[config.mk]
export PLATFORM = sky130hd
export DESIGN_NAME = multi_led_blink_engine_core
export DESIGN_NICKNAME = d
export VERILOG_FILES = /design/src/hw/rtl/mlbe_pkg.sv /design/src/hw/rtl/mlbe_front.sv /design/src/hw/rtl/mlbe_cmd_fifo.sv /design/src/hw/rtl/mlbe_back.sv /design/src/hw/rtl/multi_led_blink_engine_core.sv
export SDC_FILE = /design/constraint.sdc
export NUM_CORES = 1
export LEC_CHECK = 0
export ABC_AREA = 1
export BUFFER_PORTS_ARGS = -buffer_cell sky130_fd_sc_hd__buf_2
export CAP_MARGIN = 25
export CORE_MARGIN = 5
export CORE_UTILIZATION = 69
export CTS_CLUSTER_DIAMETER = 80
export DETAILED_ROUTE_END_ITERATION = 10
export PLACE_DENSITY = 0.87
export SLEW_MARGIN = 25
export SYNTH_ARGS = -nofsm -noshare
export SYNTH_HDL_FRONTEND = slang
export SYNTH_SLANG_ARGS = --single-unit
[constraint.sdc]
create_clock -name i_clk -period 13.9 [get_ports i_clk]
set_input_delay 2.78 -clock i_clk [delete_from_list [all_inputs] [get_ports i_clk]]
set_output_delay 2.78 -clock i_clk [all_outputs]
set_load 0.1 [all_outputs]
[src/hw/rtl/mlbe_pkg.sv]
// Shared types, constants and helpers for the multi-LED blink engine.
// No dependencies; every other file refers to it by scoped names.
package mlbe_pkg;

    // Channel count and counter width of the blink engine
    localparam int CHANNELS    = 6;
    localparam int COUNT_WIDTH = 16;

    // Fixed field widths of the transaction ports
    localparam int MODE_W = 2;
    localparam int MASK_W = 6;
    localparam int HALF_W = 16;
    localparam int CYC_W  = 15;
    localparam int OUT_W  = 6;

    // Wide enough for any field value and any counter ceiling
    localparam int WIDE_W = 33;

    localparam logic [COUNT_WIDTH-1:0] COUNT_MAX = '1;

    // Command queue depth and pointer width
    localparam int FIFO_DEPTH = 2;
    localparam int FIFO_PTR_W = 1;
    localparam int FIFO_CNT_W = 2;

    typedef enum logic [MODE_W-1:0] {
        MODE_TICK  = 2'd0,
        MODE_START = 2'd1,
        MODE_STOP  = 2'd2,
        MODE_LEVEL = 2'd3
    } t_mode;

    // Classified command as it travels from front to back
    typedef struct packed {
        t_mode                  mode;
        logic [CHANNELS-1:0]    sel;
        logic [COUNT_WIDTH-1:0] half;
        logic [COUNT_WIDTH-1:0] trans;
        logic                   level;
        logic                   set_normal;
    } t_cmd;

    // Queue status seen by the front, the back and the checks
    typedef struct packed {
        logic full;
        logic empty;
    } t_fifo_stat;

    // Clamp a value to the largest count
    function automatic logic [COUNT_WIDTH-1:0] sat_count(input logic [WIDE_W-1:0] v);
        logic [COUNT_WIDTH-1:0] r;
        if (v > WIDE_W'(COUNT_MAX)) begin
            r = COUNT_MAX;
        end else begin
            r = v[COUNT_WIDTH-1:0];
        end
        return r;
    endfunction

endpackage

[src/hw/rtl/mlbe_front.sv]
// Front end: accepts input transactions and classifies them into commands.
// Depends on mlbe_pkg.
module mlbe_front (
    input  logic                        i_valid,
    output logic                        o_ready,
    input  logic [mlbe_pkg::MODE_W-1:0] i_mode,
    input  logic [mlbe_pkg::MASK_W-1:0] i_led_mask,
    input  logic [mlbe_pkg::HALF_W-1:0] i_half_period,
    input  logic [mlbe_pkg::CYC_W-1:0]  i_cycles,
    input  logic                        i_level,
    input  logic                        i_set_normal,
    input  mlbe_pkg::t_fifo_stat        i_stat,
    output logic                        o_push,
    output mlbe_pkg::t_cmd              o_cmd
);

    logic [mlbe_pkg::CHANNELS-1:0] sel;

    // Take a transaction whenever the queue has room
    assign o_ready = !i_stat.full;
    assign o_push  = i_valid && !i_stat.full;

    // Drop mask bits beyond the port, zero channels beyond it
    always_comb begin
        for (int i = 0; i < mlbe_pkg::CHANNELS; i++) begin
            if (i < mlbe_pkg::MASK_W) begin
                sel[i] = i_led_mask[i];
            end else begin
                sel[i] = 1'b0;
            end
        end
    end

    // Precompute saturated targets so the back only compares
    always_comb begin
        o_cmd.mode       = mlbe_pkg::t_mode'(i_mode);
        o_cmd.sel        = sel;
        o_cmd.half       = mlbe_pkg::sat_count(mlbe_pkg::WIDE_W'(i_half_period));
        o_cmd.trans      = mlbe_pkg::sat_count(mlbe_pkg::WIDE_W'(i_cycles) << 1);
        o_cmd.level      = i_level;
        o_cmd.set_normal = i_set_normal;
    end

endmodule

[src/hw/rtl/mlbe_cmd_fifo.sv]
// Short command queue between front and back.
// Depends on mlbe_pkg.
module mlbe_cmd_fifo (
    input  logic                 i_clk,
    input  logic                 i_rst_n,
    input  logic                 i_push,
    input  mlbe_pkg::t_cmd       i_cmd,
    input  logic                 i_pop,
    output mlbe_pkg::t_cmd       o_cmd,
    output mlbe_pkg::t_fifo_stat o_stat
);

    mlbe_pkg::t_cmd                  r_mem [mlbe_pkg::FIFO_DEPTH];
    logic [mlbe_pkg::FIFO_PTR_W-1:0] r_wr_ptr, n_wr_ptr;
    logic [mlbe_pkg::FIFO_PTR_W-1:0] r_rd_ptr, n_rd_ptr;
    logic [mlbe_pkg::FIFO_CNT_W-1:0] r_count, n_count;

    assign o_stat.full  = (r_count == mlbe_pkg::FIFO_CNT_W'(mlbe_pkg::FIFO_DEPTH));
    assign o_stat.empty = (r_count == '0);
    assign o_cmd        = r_mem[r_rd_ptr];

    // Advance pointers and occupancy
    always_comb begin
        n_wr_ptr = i_push ? r_wr_ptr + 1'b1 : r_wr_ptr;
        n_rd_ptr = i_pop  ? r_rd_ptr + 1'b1 : r_rd_ptr;
        n_count  = r_count;
        if (i_push && !i_pop) begin
            n_count = r_count + 1'b1;
        end else if (!i_push && i_pop) begin
            n_count = r_count - 1'b1;
        end
    end

    always_ff @(posedge i_clk) begin
        if (!i_rst_n) begin
            r_wr_ptr <= '0;
            r_rd_ptr <= '0;
            r_count  <= '0;
        end else begin
            r_wr_ptr <= n_wr_ptr;
            r_rd_ptr <= n_rd_ptr;
            r_count  <= n_count;
        end
    end

    // Store the pushed command
    always_ff @(posedge i_clk) begin
        if (i_push) begin
            r_mem[r_wr_ptr] <= i_cmd;
        end
    end

endmodule

[src/hw/rtl/mlbe_back.sv]
// Back end: per-channel blink state, command execution and the result register.
// Depends on mlbe_pkg.
module mlbe_back (
    input  logic                       i_clk,
    input  logic                       i_rst_n,
    input  mlbe_pkg::t_cmd             i_cmd,
    input  mlbe_pkg::t_fifo_stat       i_stat,
    output logic                       o_pop,
    output logic                       o_valid,
    input  logic                       i_ready,
    output logic [mlbe_pkg::OUT_W-1:0] o_pin_levels,
    output logic [mlbe_pkg::OUT_W-1:0] o_active_mask
);

    localparam int CH = mlbe_pkg::CHANNELS;
    localparam int CW = mlbe_pkg::COUNT_WIDTH;

    logic [CH-1:0] r_running, n_running;
    logic [CW-1:0] r_tick    [CH];
    logic [CW-1:0] n_tick    [CH];
    logic [CW-1:0] r_half    [CH];
    logic [CW-1:0] n_half    [CH];
    logic [CW-1:0] r_target  [CH];
    logic [CW-1:0] n_target  [CH];
    logic [CW-1:0] r_trans   [CH];
    logic [CW-1:0] n_trans   [CH];
    logic [CH-1:0] r_phase, n_phase;
    logic [CH-1:0] r_idle, n_idle;
    logic [CH-1:0] r_pin, n_pin;

    logic                       r_valid;
    logic [mlbe_pkg::OUT_W-1:0] r_pins, n_pins;
    logic [mlbe_pkg::OUT_W-1:0] r_act, n_act;

    // Pop when the result register is free or being emptied
    assign o_pop         = !i_stat.empty && (!r_valid || i_ready);
    assign o_valid       = r_valid;
    assign o_pin_levels  = r_pins;
    assign o_active_mask = r_act;

    // Execute one command across all channels in parallel
    always_comb begin
        logic [CW-1:0] tc;
        n_running = r_running;
        n_phase   = r_phase;
        n_idle    = r_idle;
        n_pin     = r_pin;
        tc        = '0;
        for (int i = 0; i < CH; i++) begin
            n_tick[i]   = r_tick[i];
            n_half[i]   = r_half[i];
            n_target[i] = r_target[i];
            n_trans[i]  = r_trans[i];
            case (i_cmd.mode)
                mlbe_pkg::MODE_TICK: begin
                    if (r_running[i]) begin
                        tc = r_tick[i] + 1'b1;
                        n_tick[i] = tc;
                        if (tc >= r_half[i]) begin
                            n_tick[i]  = '0;
                            n_pin[i]   = r_phase[i];
                            n_phase[i] = !r_phase[i];
                            if (r_target[i] != '0) begin
                                n_trans[i] = r_trans[i] + 1'b1;
                            end
                        end
                        // Stop once the requested transitions are done
                        if (r_target[i] != '0 && n_trans[i] >= r_target[i]) begin
                            n_running[i] = 1'b0;
                            n_tick[i]    = '0;
                            n_trans[i]   = '0;
                            n_pin[i]     = r_idle[i];
                        end
                    end
                end
                mlbe_pkg::MODE_START: begin
                    if (i_cmd.sel[i]) begin
                        n_tick[i]    = '0;
                        n_running[i] = 1'b1;
                        n_half[i]    = i_cmd.half;
                        n_phase[i]   = 1'b1;
                        n_target[i]  = i_cmd.trans;
                        n_trans[i]   = '0;
                    end
                end
                mlbe_pkg::MODE_STOP: begin
                    if (i_cmd.sel[i]) begin
                        n_running[i] = 1'b0;
                        n_tick[i]    = '0;
                        n_pin[i]     = r_idle[i];
                    end
                end
                mlbe_pkg::MODE_LEVEL: begin
                    if (i_cmd.sel[i]) begin
                        if (i_cmd.set_normal) begin
                            n_idle[i] = i_cmd.level;
                        end
                        n_pin[i] = i_cmd.level;
                    end
                end
                default: begin
                end
            endcase
        end
    end

    // Gather the visible channels into the result
    always_comb begin
        for (int i = 0; i < mlbe_pkg::OUT_W; i++) begin
            if (i < CH) begin
                n_pins[i] = n_pin[i];
                n_act[i]  = n_running[i];
            end else begin
                n_pins[i] = 1'b0;
                n_act[i]  = 1'b0;
            end
        end
    end

    // Channel state
    always_ff @(posedge i_clk) begin
        if (!i_rst_n) begin
            r_running <= '0;
            r_phase   <= '1;
            r_idle    <= '0;
            r_pin     <= '0;
            for (int i = 0; i < CH; i++) begin
                r_tick[i]   <= '0;
                r_half[i]   <= '0;
                r_target[i] <= '0;
                r_trans[i]  <= '0;
            end
        end else if (o_pop) begin
            r_running <= n_running;
            r_phase   <= n_phase;
            r_idle    <= n_idle;
            r_pin     <= n_pin;
            for (int i = 0; i < CH; i++) begin
                r_tick[i]   <= n_tick[i];
                r_half[i]   <= n_half[i];
                r_target[i] <= n_target[i];
                r_trans[i]  <= n_trans[i];
            end
        end
    end

    // Result register: load on pop, drop when taken
    always_ff @(posedge i_clk) begin
        if (!i_rst_n) begin
            r_valid <= 1'b0;
        end else if (o_pop) begin
            r_valid <= 1'b1;
        end else if (i_ready) begin
            r_valid <= 1'b0;
        end
    end

    always_ff @(posedge i_clk) begin
        if (o_pop) begin
            r_pins <= n_pins;
            r_act  <= n_act;
        end
    end

endmodule

[src/hw/rtl/multi_led_blink_engine_core.sv]
// Top level of the multi-LED blink engine: front, command queue and back.
// Depends on mlbe_pkg, mlbe_front, mlbe_cmd_fifo and mlbe_back.
//
//  channel  | handshake          | payload
//  ---------+--------------------+------------------------------------------------
//  event in | i_valid / o_ready  | i_mode i_led_mask i_half_period i_cycles
//           |                    | i_level i_set_normal
//  result   | o_valid / i_ready  | o_pin_levels o_active_mask
//
// One event per cycle sustained while results are taken; a taken event waits in
// the queue until its pop at the queue head loads the result register.
// The back updates all channels together for each command that it pops.
// Synchronous active-low reset resets all channel state and empties the queue.
// A stalled result holds in its register while the queue takes up to two more.
module multi_led_blink_engine_core (
    input  logic                                 i_clk,
    input  logic                                 i_rst_n,
    input  logic                                 i_valid,
    output logic                                 o_ready,
    input  logic [mlbe_pkg::MODE_W-1:0]          i_mode,
    input  logic [mlbe_pkg::MASK_W-1:0]          i_led_mask,
    input  logic [mlbe_pkg::HALF_W-1:0]          i_half_period,
    input  logic [mlbe_pkg::CYC_W-1:0]           i_cycles,
    input  logic                                 i_level,
    input  logic                                 i_set_normal,
    output logic                                 o_valid,
    input  logic                                 i_ready,
    output logic [mlbe_pkg::OUT_W-1:0]           o_pin_levels,
    output logic [mlbe_pkg::OUT_W-1:0]           o_active_mask
);

    mlbe_pkg::t_cmd       push_cmd;
    mlbe_pkg::t_cmd       head_cmd;
    mlbe_pkg::t_fifo_stat fifo_stat;
    logic                 push;
    logic                 pop;

    mlbe_front u_front (
        .i_valid       (i_valid),
        .o_ready       (o_ready),
        .i_mode        (i_mode),
        .i_led_mask    (i_led_mask),
        .i_half_period (i_half_period),
        .i_cycles      (i_cycles),
        .i_level       (i_level),
        .i_set_normal  (i_set_normal),
        .i_stat        (fifo_stat),
        .o_push        (push),
        .o_cmd         (push_cmd)
    );

    mlbe_cmd_fifo u_fifo (
        .i_clk   (i_clk),
        .i_rst_n (i_rst_n),
        .i_push  (push),
        .i_cmd   (push_cmd),
        .i_pop   (pop),
        .o_cmd   (head_cmd),
        .o_stat  (fifo_stat)
    );

    mlbe_back u_back (
        .i_clk         (i_clk),
        .i_rst_n       (i_rst_n),
        .i_cmd         (head_cmd),
        .i_stat        (fifo_stat),
        .o_pop         (pop),
        .o_valid       (o_valid),
        .i_ready       (i_ready),
        .o_pin_levels  (o_pin_levels),
        .o_active_mask (o_active_mask)
    );

    // Queue cannot be full and empty at once
    a_fifo_stat: assert property (@(posedge i_clk) disable iff (!i_rst_n)
        !(fifo_stat.full && fifo_stat.empty))
        else $error("command queue reports full and empty");

    // Back never pops an empty queue
    a_pop_nonempty: assert property (@(posedge i_clk) disable iff (!i_rst_n)
        pop |-> !fifo_stat.empty)
        else $error("pop from empty command queue");

    // A new result only follows a pop
    a_valid_after_pop: assert property (@(posedge i_clk) disable iff (!i_rst_n)
        (o_valid && !$past(o_valid)) |-> $past(pop))
        else $error("result raised without a command");

    // Front takes no transaction while the queue is full
    a_no_push_full: assert property (@(posedge i_clk) disable iff (!i_rst_n)
        fifo_stat.full |-> !push)
        else $error("push into full command queue");

endmodule
==> results.tsv <==
metric	value	unit
synth_edf_count	472	
critPathKind	flip-flop to flip-flop	
place_congestion	0.9663	
grt-ovfl-total	0	
clk_path_buf_depth	3	
cts_setup_buffers	0	
ys_warn_count	0	
synth.avg_cell_area	9.439	um2
cts_tree	yes	
fin_crit	6.330	ns
wl_per_cell	18.29	um
max_slew_margin	25.32	%
core-area	39910	um2
p_total	7605	uW
leakagePower	0.01371	uW
ys_seq_area_share	52.88	%
drtPass1Iterations	6	
synth_flop_cell	edfxtp_1	
grt_max_degree	72	
r2r-start	u_back.r_tick[1][0]	
drv_slew	0	
vdd.ir_drop.worst	0.1477	mV
cap_violations	0	
start_util	69.99	%
dieHeight	211.2	um
fp-row-count	73	
cp-end-kind	flip-flop	
hold_depth	2	
vias	21029	
grt_pass1_vias	21051	
drive_gt1_share	10.03	%
hold_buffers	0	
hp-start	u_back.r_pin[2]	
hold_viol	0	
drt-total-wl	65.99	mm
r2r_slack	7.57	ns
clock-root-buffer	clkbuf_16	
ys_async_sr_fraction	0	%
cts.clk_slew.worst_paths	0.07	ns
rsz0062_at_grt	no	
nNetsFinal	3293	
track_usage	29.29	%
crit_required	14.23	ns
synth_cell_types	48	
yosys_register_bits	502	
r2r-end	u_back.r_tick[1][15]	
cts_made_buffers	49	
setup_tns	0	ns
die_w	211.2	um
status	complete, no violations	
crit_slowest_cell	edfxtp_1	
cp_max_fo	17	
place_hpwl	47.15	mm
netlist_area	27940	um2
die-area	44610	um2
cp_slowest_stage_delay	0.40	ns
fillers	2446	
cellPowerDensity	249.5	nW/um2
fin_skew	0.02225	ns
tightest_slew	1.120	ns
synth_nets	3209	
cts_resized	0	
worst_r2r_path_depth	35	
critPathArrivalTime	6.66	ns
clk_latency	0.61	ns
fmax	158.0	MHz
drc	0	
port_buffers	58	
pin_count	59	
period_share	45.54	%
cp_common_cell	nor2_1	
clock-sinks	502	
drtIter0Drc	2185	
setup_viol	0	
viasPerCell	5.827	
holdPathEnd	u_back.r_pin[2]	
antenna_found_initial	2	
area_growth	9.096	%
grt_pass1_wl	103.7	mm
h-tree-depth	2	
antenna_left	0	
start_kind	flip-flop	
hold_path_class	flip-flop to flip-flop	
syn_inst	2960	
## cell families after synthesis
group,after synthesis,synth area share [%]
compound gates,309,6.068
mux,1,0.03583
simple gates,1136,18.24
xor+xnor,141,4.474
flops,502,52.88
buf+inv,667,9.163
fa+ha+maj,204,9.136
## state kept, by name (all words and copies together), names as in the netlist, 6 cells and up, named ones only
| name | flops |
|---|---|
| u_back.r_half | 96 |
| u_back.r_tick | 96 |
| u_back.r_trans | 96 |
| u_back.r_target | 90 |
| u_fifo.r_mem | 82 |
| u_back.o_active_mask | 6 |
| u_back.o_pin_levels | 6 |
| u_back.r_idle | 6 |
| u_back.r_phase | 6 |
| u_back.r_pin | 6 |
| u_back.r_running | 6 |
## worst max path at each step
stage / from / to / cells past startpoint
global placement: i_rst_n / u_back.r_tick[3][0] / 9
floorplan: i_ready / u_back.r_trans[0][48] / 7
finish: u_back.r_tick[1][0] / u_back.r_tick[1][15] / 35
CTS: u_back.r_tick[1][0] / u_back.r_tick[1][15] / 35
detailed placement: u_back.r_tick[1][0] / u_back.r_tick[1][15] / 35
global route: u_back.r_tick[5][0] / u_back.r_tick[5][4] / 35
## final cells by class
| class | instances | area, um2 | area share (%) |
|---|---|---|---|
| Antenna cell | 2 | 5.005 | 0.01642 |
| Clock buffer | 60 | 1299 | 4.261 |
| Clock inverter | 29 | 326.6 | 1.071 |
| Inverter | 628 | 2357 | 7.734 |
| Multi-Input combinational cell | 1791 | 10670 | 34.99 |
| Sequential cell | 502 | 14770 | 48.47 |
| Tap cell | 525 | 656.9 | 2.155 |
| Timing Repair Buffer | 72 | 395.4 | 1.297 |
## cells in the final DEF (no fill, tap or decap), drive strengths merged, types with 9 or more instances in the layout
| cell | count |
|---|---|
| o21ai | 75 |
| nand2 | 502 |
| clkbuf | 60 |
| nand4 | 43 |
| xor2 | 130 |
| buf | 72 |
| xnor2 | 11 |
| a21oi | 183 |
| nand3 | 107 |
| ha | 204 |
| o22ai | 9 |
| or2 | 9 |
| a21o | 13 |
| inv | 628 |
| o211ai | 12 |
| nor2 | 390 |
| dfxtp | 30 |
| clkinv | 19 |
| nor4 | 16 |
| edfxtp | 472 |
| nor3 | 55 |
## worst max-delay path: cells and delay by family (launching register included)
kind                     cells  cell delay (ns)
XOR/XNOR                     2             0.47
adder cells (fa/ha/maj)      3             0.80
buffers and inverters        2             0.16
flip-flops                   1             0.40
AND/OR/NAND/NOR             28             4.21
## per-stage QoR
| stage | instance area, um2 | worst slack [ns] | util (%) | instances | hold WS, ns |
|---|---|---|---|---|---|
| 3_5_place_dp | 28840 | 7.682 | 72.26 | 3518 | 0.4586 |
| 4_1_cts | 30470 | 7.647 | 76.33 | 3607 | 0.4688 |
| 5_1_grt | 30470 | 6.952 | 76.35 | 3607 | 0.5007 |
| 3_3_place_gp | 28820 | 7.999 | 72.21 | 3518 | 0.4526 |
| 6_report | 30480 | 7.570 | 76.36 | 3609 | 0.4704 |
| 2_1_floorplan | 27940 | 8.446 | - | 2960 | 0.4414 |
## cells in the mapped netlist (all sizes together), types with 2 or more instances
master | n | area share, %
buf | 22 | 0.50
clkbuf | 17 | 0.23
edfxtp | 472 | 51
xnor2 | 11 | 0.40
nor3b | 2 | 0.090
a21oi | 183 | 3.4
ha | 204 | 9.1
o211ai | 12 | 0.32
and3 | 3 | 0.067
nand3 | 107 | 2.0
nand4 | 43 | 1.0
or2 | 9 | 0.20
nor4 | 16 | 0.40
a21o | 13 | 0.35
o21a | 3 | 0.081
o21ai | 75 | 1.3
dfxtp | 30 | 2.1
inv | 628 | 8.4
xor2 | 130 | 4.1
a311oi | 6 | 0.19
o22ai | 9 | 0.20
a21boi | 6 | 0.16
nor2 | 390 | 5.9
nand2 | 502 | 7.0
nor4b | 3 | 0.094
nor3 | 55 | 1.2
nand3b | 3 | 0.13
## layer usage
layer  track usage (%)  share of wire (%)  up-vias
met3             5.169                9.4      245
li1                  -                  -     9812
met1             36.63                 37     9807
met4             14.44                5.1        2
met2             49.54                 48     1163
met5                 0              0.020        -
## power by group
group / switching [uW] / internal [uW]
clock network: 588 / 779
registers: 309 / 2500
logic: 2450 / 974
No activity file was read; power rests on OpenSTA's default activity.
